<file path="src/rtl/core/stpg_pkg.sv">
`timescale 1ns / 1ps
`default_nettype none
package stpg_pkg;

  localparam int COUNT_WIDTH = 16;
  localparam int DELAY_W     = 16;
  localparam int STEP_W      = 10;
  localparam int RAMP_W      = 16;
  localparam int TOTAL_W     = 16;
  localparam int LIM_W       = (COUNT_WIDTH > RAMP_W) ? COUNT_WIDTH : RAMP_W;

  localparam int CFG_ADDR_W = 2;
  localparam int CFG_DATA_W = 16;

  localparam int IN_TDATA_W  = 24;
  localparam int OUT_TDATA_W = 24;

  localparam logic [CFG_ADDR_W-1:0] CFG_START_DELAY = 2'd0;
  localparam logic [CFG_ADDR_W-1:0] CFG_DELAY_STEP  = 2'd1;
  localparam logic [CFG_ADDR_W-1:0] CFG_RAMP_STEPS  = 2'd2;

  localparam logic OP_START = 1'b0;
  localparam logic OP_TICK  = 1'b1;

  localparam logic [DELAY_W-1:0] START_DELAY_RST = 16'd4000;
  localparam logic [STEP_W-1:0]  DELAY_STEP_RST  = 10'd7;
  localparam logic [RAMP_W-1:0]  RAMP_STEPS_RST  = 16'd530;
  localparam logic [DELAY_W-1:0] DELAY_MIN       = 16'd1;
  localparam logic [DELAY_W-1:0] DELAY_MAX       = 16'hFFFF;

  typedef struct packed {
    logic [DELAY_W-1:0] start_delay;
    logic [STEP_W-1:0]  delay_step;
    logic [RAMP_W-1:0]  ramp_steps;
  } cfg_t;

  typedef struct packed {
    logic               pulse;
    logic               dir;
    logic               busy;
    logic               done;
    logic [DELAY_W-1:0] delay;
  } res_t;

endpackage
`default_nettype wire

</file>
<file path="src/rtl/core/stpg_cfg.sv">
`timescale 1ns / 1ps
`default_nettype none
module stpg_cfg (
  input  wire logic                              clk,
  input  wire logic                              rst_n,
  input  wire logic                              cfg_we,
  input  wire logic [stpg_pkg::CFG_ADDR_W-1:0]   cfg_addr,
  input  wire logic [stpg_pkg::CFG_DATA_W-1:0]   cfg_wdata,
  output stpg_pkg::cfg_t                         cfg
);

  stpg_pkg::cfg_t cfg_r;

  always_ff @(posedge clk) begin
    if (!rst_n) begin
      cfg_r.start_delay <= stpg_pkg::START_DELAY_RST;
      cfg_r.delay_step  <= stpg_pkg::DELAY_STEP_RST;
      cfg_r.ramp_steps  <= stpg_pkg::RAMP_STEPS_RST;
    end else if (cfg_we) begin
      case (cfg_addr)
        stpg_pkg::CFG_START_DELAY: cfg_r.start_delay <= cfg_wdata[stpg_pkg::DELAY_W-1:0];
        stpg_pkg::CFG_DELAY_STEP:  cfg_r.delay_step  <= cfg_wdata[stpg_pkg::STEP_W-1:0];
        stpg_pkg::CFG_RAMP_STEPS:  cfg_r.ramp_steps  <= cfg_wdata[stpg_pkg::RAMP_W-1:0];
        default: ;
      endcase
    end
  end

  assign cfg = cfg_r;

endmodule
`default_nettype wire

</file>
<file path="src/rtl/core/stpg_ramp.sv">
`timescale 1ns / 1ps
`default_nettype none
module stpg_ramp (
  input  wire logic [stpg_pkg::DELAY_W-1:0]     half_period,
  input  wire logic [stpg_pkg::STEP_W-1:0]      delay_step,
  input  wire logic [stpg_pkg::COUNT_WIDTH-1:0] step_index,
  input  wire logic [stpg_pkg::LIM_W-1:0]       fall_lim,
  input  wire logic [stpg_pkg::LIM_W-1:0]       rise_lim,
  output logic      [stpg_pkg::DELAY_W-1:0]     half_period_new
);

  logic [stpg_pkg::LIM_W-1:0]   idx_ext;
  logic [stpg_pkg::DELAY_W-1:0] inc_ext;
  logic [stpg_pkg::DELAY_W:0]   sum;

  assign idx_ext = stpg_pkg::LIM_W'(step_index);
  assign inc_ext = stpg_pkg::DELAY_W'(delay_step);
  assign sum     = {1'b0, half_period} + {1'b0, inc_ext};

  always_comb begin
    if (idx_ext < fall_lim) begin
      // accelerating: shorter half-period, floor of one tick
      if (half_period <= inc_ext) begin
        half_period_new = stpg_pkg::DELAY_MIN;
      end else begin
        half_period_new = half_period - inc_ext;
      end
    end else if (idx_ext > rise_lim) begin
      if (sum[stpg_pkg::DELAY_W]) begin
        half_period_new = stpg_pkg::DELAY_MAX;
      end else begin
        half_period_new = sum[stpg_pkg::DELAY_W-1:0];
      end
    end else begin
      half_period_new = half_period;
    end
  end

endmodule
`default_nettype wire

</file>
<file path="src/rtl/core/stpg_seq.sv">
`timescale 1ns / 1ps
`default_nettype none
module stpg_seq (
  input  wire logic                           clk,
  input  wire logic                           rst_n,
  input  wire logic                           accept,
  input  wire logic                           op,
  input  wire logic                           dir_in,
  input  wire logic [stpg_pkg::TOTAL_W-1:0]   total_steps,
  input  wire stpg_pkg::cfg_t                 cfg,
  output stpg_pkg::res_t                      res
);

  localparam int CW = stpg_pkg::COUNT_WIDTH;
  localparam int DW = stpg_pkg::DELAY_W;
  localparam int LW = stpg_pkg::LIM_W;

  logic          active_r,   active_nxt;
  logic          dir_r,      dir_nxt;
  logic          pulse_r,    pulse_nxt;
  logic [CW-1:0] index_r,    index_nxt;
  logic [CW-1:0] total_r,    total_nxt;
  logic [DW-1:0] period_r,   period_nxt;
  logic [DW-1:0] ticks_r,    ticks_nxt;
  logic [LW-1:0] fall_lim;
  logic [LW-1:0] rise_lim;
  logic          done;

  logic [CW-1:0] total_cnt;
  logic [LW+1:0] n_ext;
  logic [LW+1:0] a_ext;
  logic [LW+1:0] n_half;
  logic [DW-1:0] start_period;
  logic [DW-1:0] ramp_period;

  stpg_ramp u_ramp (
    .half_period     (period_r),
    .delay_step      (cfg.delay_step),
    .step_index      (index_r),
    .fall_lim        (fall_lim),
    .rise_lim        (rise_lim),
    .half_period_new (ramp_period)
  );

  assign total_cnt    = CW'(total_steps);
  assign n_ext        = (LW+2)'(total_r);
  assign a_ext        = (LW+2)'(cfg.ramp_steps);
  assign n_half       = n_ext >> 1;
  assign start_period = (cfg.start_delay == '0) ? stpg_pkg::DELAY_MIN : cfg.start_delay;

  // ramp turning points from the move length and the current ramp setting
  always_comb begin
    if (n_ext > ((a_ext << 1) + (LW+2)'(1))) begin
      fall_lim = LW'(a_ext);
      rise_lim = LW'(n_ext - a_ext);
    end else begin
      fall_lim = LW'(n_half);
      rise_lim = LW'(n_ext - n_half);
    end
  end

  always_comb begin
    active_nxt   = active_r;
    dir_nxt      = dir_r;
    pulse_nxt    = pulse_r;
    index_nxt    = index_r;
    total_nxt    = total_r;
    period_nxt   = period_r;
    ticks_nxt    = ticks_r;
    done         = 1'b0;

    if (accept) begin
      if (op == stpg_pkg::OP_START) begin
        if (!active_r) begin
          dir_nxt    = dir_in;
          total_nxt  = total_cnt;
          index_nxt  = '0;
          period_nxt = start_period;
          pulse_nxt  = 1'b0;
          ticks_nxt  = '0;
          if (total_cnt == '0) begin
            done = 1'b1;
          end else begin
            active_nxt = 1'b1;
          end
        end
      end else if (active_r) begin
        if (ticks_r != '0) begin
          ticks_nxt = ticks_r - DW'(1);
        end else if (pulse_r) begin
          pulse_nxt = 1'b0;
          ticks_nxt = period_r - DW'(1);
          index_nxt = index_r + CW'(1);
        end else if (index_r >= total_r) begin
          active_nxt = 1'b0;
          done       = 1'b1;
        end else begin
          period_nxt = ramp_period;
          pulse_nxt  = 1'b1;
          ticks_nxt  = ramp_period - DW'(1);
        end
      end
    end
  end

  always_ff @(posedge clk) begin
    if (!rst_n) begin
      active_r   <= 1'b0;
      dir_r      <= 1'b0;
      pulse_r    <= 1'b0;
      index_r    <= '0;
      total_r    <= '0;
      period_r   <= stpg_pkg::START_DELAY_RST;
      ticks_r    <= '0;
    end else begin
      active_r   <= active_nxt;
      dir_r      <= dir_nxt;
      pulse_r    <= pulse_nxt;
      index_r    <= index_nxt;
      total_r    <= total_nxt;
      period_r   <= period_nxt;
      ticks_r    <= ticks_nxt;
    end
  end

  always_comb begin
    res.pulse = pulse_nxt;
    res.dir   = dir_nxt;
    res.busy  = active_nxt;
    res.done  = done;
    res.delay = period_nxt;
  end

endmodule
`default_nettype wire

</file>
<file path="src/rtl/core/stpg_out.sv">
`timescale 1ns / 1ps
`default_nettype none
module stpg_out (
  input  wire logic                              clk,
  input  wire logic                              rst_n,
  input  wire logic                              load,
  input  wire stpg_pkg::res_t                    res,
  output logic                                   ready,
  output logic                                   out_tvalid,
  input  wire logic                              out_tready,
  output logic      [stpg_pkg::OUT_TDATA_W-1:0]  out_tdata
);

  localparam int PAD_W = stpg_pkg::OUT_TDATA_W - $bits(stpg_pkg::res_t);

  logic           valid_r;
  stpg_pkg::res_t res_r;

  assign ready = !valid_r || out_tready;

  always_ff @(posedge clk) begin
    if (!rst_n) begin
      valid_r <= 1'b0;
    end else if (load) begin
      valid_r <= 1'b1;
    end else if (out_tready) begin
      valid_r <= 1'b0;
    end
  end

  always_ff @(posedge clk) begin
    if (load) begin
      res_r <= res;
    end
  end

  assign out_tvalid = valid_r;
  assign out_tdata  = {{PAD_W{1'b0}}, res_r.delay, res_r.done, res_r.busy,
                       res_r.dir, res_r.pulse};

endmodule
`default_nettype wire

</file>
<file path="src/rtl/core/stepper_trapezoid_pulse_generator.sv">
`timescale 1ns / 1ps
`default_nettype none
// Channel   Dir  Beat contents (lowest bit first)
// in_       in   tuser: operation; tdata: direction, total_steps
// out_      out  tdata: pulse_out, dir_out, busy_res, move_done, delay_now
// cfg_      in   cfg_addr 0 start_delay, 1 delay_step, 2 ramp_steps
//
// One input beat per cycle; its result is registered and shown the next cycle.
// The single output register sets the rate: in_tready is high whenever it is
// empty or being drained, so full throughput needs out_tready held high.
// Synchronous active-low reset clears the move state and loads default config.
module stepper_trapezoid_pulse_generator (
  input  wire logic                              clk,
  input  wire logic                              rst_n,
  input  wire logic                              in_tvalid,
  output logic                                   in_tready,
  input  wire logic [stpg_pkg::IN_TDATA_W-1:0]   in_tdata,   // direction, total_steps
  input  wire logic                              in_tuser,   // operation
  output logic                                   out_tvalid,
  input  wire logic                              out_tready,
  output logic      [stpg_pkg::OUT_TDATA_W-1:0]  out_tdata,  // pulse, dir, busy, done, delay
  input  wire logic                              cfg_we,
  input  wire logic [stpg_pkg::CFG_ADDR_W-1:0]   cfg_addr,
  input  wire logic [stpg_pkg::CFG_DATA_W-1:0]   cfg_wdata
);

  stpg_pkg::cfg_t cfg;
  stpg_pkg::res_t res;
  logic           accept;
  logic           ready;

  assign in_tready = ready;
  assign accept    = in_tvalid && ready;

  stpg_cfg u_cfg (
    .clk       (clk),
    .rst_n     (rst_n),
    .cfg_we    (cfg_we),
    .cfg_addr  (cfg_addr),
    .cfg_wdata (cfg_wdata),
    .cfg       (cfg)
  );

  stpg_seq u_seq (
    .clk         (clk),
    .rst_n       (rst_n),
    .accept      (accept),
    .op          (in_tuser),
    .dir_in      (in_tdata[0]),
    .total_steps (in_tdata[stpg_pkg::TOTAL_W:1]),
    .cfg         (cfg),
    .res         (res)
  );

  stpg_out u_out (
    .clk        (clk),
    .rst_n      (rst_n),
    .load       (accept),
    .res        (res),
    .ready      (ready),
    .out_tvalid (out_tvalid),
    .out_tready (out_tready),
    .out_tdata  (out_tdata)
  );

endmodule
`default_nettype wire

</file>
<file path="config.mk">
export PLATFORM = sky130hd
export DESIGN_NAME = stepper_trapezoid_pulse_generator
export DESIGN_NICKNAME = d
export VERILOG_FILES = /design/src/rtl/core/stpg_pkg.sv /design/src/rtl/core/stpg_cfg.sv /design/src/rtl/core/stpg_ramp.sv /design/src/rtl/core/stpg_seq.sv /design/src/rtl/core/stpg_out.sv /design/src/rtl/core/stepper_trapezoid_pulse_generator.sv
export SDC_FILE = /design/constraint.sdc
export NUM_CORES = 1
export LEC_CHECK = 0
export BUFFER_PORTS_ARGS = -buffer_cell sky130_fd_sc_hd__buf_2
export CORE_AREA = 2 2 111 193
export CTS_BUF_LIST = sky130_fd_sc_hd__clkbuf_4
export CTS_CLUSTER_SIZE = 10
export DETAILED_ROUTE_END_ITERATION = 7
export DIE_AREA = 0 0 113 195
export PLACE_DENSITY = 0.67
export SYNTH_ARGS = -nofsm -noshare
export SYNTH_HDL_FRONTEND = slang
export SYNTH_SLANG_ARGS = --single-unit
</file>
<file path="constraint.sdc">
create_clock -name clk -period 21.5 [get_ports clk]
set_input_delay 5.375 -clock clk [delete_from_list [all_inputs] [get_ports clk]]
set_output_delay 5.375 -clock clk [all_outputs]
set_load 0.01 [all_outputs]
</file>
==> impl_metrics.toml <==
[job]
maxCapViolations = 0

[drt]
routed-wl-met3_um = 960
wl_met2_um = 17300
antenna_left = 0
m1WireLength_um = 11200
drc = 0
highest_layer = "met4"
wl_per_cell_um = 19.6
routed_via_density = 6.05
firstDrtPassIters = 6
vias = 9609
first_iter_violations = 475
drt_wl_total_um = 31100

[logic_synthesis]
syn_area_per_cell_sq_um = 7.76
synthArstFlopShare = 0
synth_ff_type = "dfxtp_1"
netlist_area_sq_mm = 0.0100
ys_ff_latch = 130
ys_seq_area_frac = 0.279
yosysWarnings = 0
synthDistinctLibCells = 86
synth-edff-count = 20
synthCells = 1293

[final_layout]
nets = 1476
area_growth_pct = 7.77
fin_util = 0.531
fill_cells = 2002
drive_gt1_frac = 0.116

[timing]
fin_skew_ps = 24.5
setup_viol = 0
finalHoldViolCount = 0
tightest_slew_ps = 1240
fin_tns_setup_ps = 0
max_slew_margin = 0.165
rsz0062_at_grt = "no"
min_period_over_period = 0.519
drv_slew = 0
max_freq_ghz = 0.0896
period_needed_ps = 11160

[placement]
dp_hpwl_um = 24600
port_buffers = 62
routabilityCongestion = 0.961

[cts]
cts_tree = "done"
hold_buffers = 0
cts_buffers = 17
root_buffer = "clkbuf_4"
cts.htree.levels = 4
cts_setup_buffers = 0
clk_latency_ps = 600
clkSlewWorstSetupHoldPaths_ps = 130
cts_resized = 0
cts_sinks = 130
clockBufferDepth = 2

[die]
ios = 74
core.rowCount = 69
dieArea_sq_mm = 0.0220
start_util = 0.492
die_w_um = 113
core-area_sq_mm = 0.0204
dieHeight_um = 195

[worst_hold_path]
hold_depth = 2
hold_path_end = "u_cfg.cfg[26]"
hp-start = "u_cfg.cfg[26]"
hold_class = "register to register"

[setup_path]
max_stage_delay_ps = 170
cp-end-kind = "output pin"
arrival_ps = 5790
cp_cell_sequence = "buf_2 -> nand2b_1 -> buf_2"
timing.critical_path.mode_cell = "buf_2"
critPathMaxFanout = 4
start_kind = "primary input"
r2r_slack_ps = 11510
worst_path_max_delay_cell = "nand2b_1"
path_class = "primary input to output pin"
worst-r2r-cell-count = 36
worstPathRequired_ps = 16120
r2r_end = "u_seq.ticks_r[14]"
r2r_start = "u_cfg.cfg[10]"

[global_routing]
grt_pass1_vias = 9452
overflow = 0
antenna_found_initial = 1
grtUsageTotal = 0.284
grt_first_pass_wirelength_um = 49000
grt_max_degree = 52

[pwr]
power.leakage_nw = 4.45
power.total_uw = 898
power_density_mw_per_mm2 = 83.1
ir_drop_uv = 35.8

[status]
run_status = "complete, no violations"
power by group:
group	total [mW]	internal [mW]	switching (mW)
Clock	0.184	0.0722	0.112
Sequential	0.282	0.264	0.0179
Combinational	0.432	0.161	0.270
Total	0.898	0.498	0.400
per-stage QoR:
step           setup WS [ps]  cells  cell area [sq um]  hold WS (ps)
2_1_floorplan          10560   1296              10000           437
3_3_place_gp           10350   1556              10500           444
3_5_place_dp           10340   1556              10500           449
4_1_cts                10340   1588              10800           468
5_1_grt                10300   1589              10800           503
6_report               10340   1589              10800           471
per-layer routing:
layer,up-vias,track usage
li1,4760,-
met1,4533,0.284
met2,233,0.554
met3,83,0.0338
met4,0,0.154
met5,-,0
sequential cells by signal, indices dropped and copies added (netlist names), 16 cells and up:
register         cells
u_seq.period_r      16
u_cfg.cfg           42
u_seq.total_r       16
u_seq.index_r       16
u_out.out_tdata     20
u_seq.ticks_r       16
layout by cell type, fill, tap and decap left out, types with 25 or more instances in the layout:
master / count
nand3_1: 50
nand2_1: 184
o22ai_1: 25
nor2_1: 96
dfxtp_1: 110
xnor2_1: 29
inv_1: 75
o21ai_0: 32
buf_2: 62
ha_1: 99
a21oi_1: 141
cells in the mapped netlist (9+ instances only):
library cell | count | area, sq um
xor2_1 | 21 | 184
a21oi_1 | 141 | 706
o21ai_0 | 32 | 160
nor3_1 | 23 | 115
ha_1 | 99 | 1240
nand2b_1 | 17 | 106
or2_2 | 10 | 62.6
nor2_1 | 96 | 360
and3_1 | 20 | 125
a221o_1 | 10 | 100
nand3_1 | 50 | 250
clkbuf_1 | 54 | 203
inv_1 | 75 | 282
dfxtp_1 | 110 | 2200
xnor2_1 | 29 | 254
o211ai_1 | 14 | 105
o21a_1 | 9 | 67.6
and2_1 | 13 | 81.3
a21o_1 | 22 | 165
or3_1 | 11 | 68.8
nor4_1 | 13 | 81.3
a211oi_1 | 14 | 105
a31oi_1 | 10 | 62.6
nand4_1 | 22 | 138
edfxtp_1 | 20 | 601
nand2_1 | 184 | 691
o22ai_1 | 25 | 156
mux2_2 | 10 | 113
worst max-delay path, delay by kind of cell:
kind | cells | cell delay (ps)
buffers and inverters | 2 | 250
AND/OR/NAND/NOR | 1 | 170
logic make-up after synthesis:
logic type / Yosys count / share of synthesized area
mux: 18 / 0.0192
fa+ha+maj: 103 / 0.129
flops: 130 / 0.279
simple gates: 484 / 0.230
other cells: 2 / 0.000749
buf+inv: 141 / 0.0552
xor+xnor: 50 / 0.0436
compound gates: 365 / 0.242
how the worst max path moves through the flow:
stage	start	slack [ps]	depth (start not counted)	endpoint
6_report	out_tready	10340	3	in_tready
5_1_grt	out_tready	10300	3	in_tready
4_1_cts	out_tready	10340	3	in_tready
3_5_place_dp	out_tready	10340	3	in_tready
3_3_place_gp	out_tready	10350	3	in_tready
2_1_floorplan	out_tready	10560	1	in_tready
layout make-up:
type | instances | area (sq um) | area share
antenna | 1 | 2.50 | 0.000231
sequential | 130 | 2800 | 0.259
clock buffer | 17 | 128 | 0.0118
inverter | 78 | 293 | 0.0271
multi-input combinational | 1025 | 6700 | 0.619
timing repair buffer | 75 | 408 | 0.0377
clock inverter | 15 | 171 | 0.0159
tap | 248 | 310 | 0.0287
(Power assumes the default switching activity.)
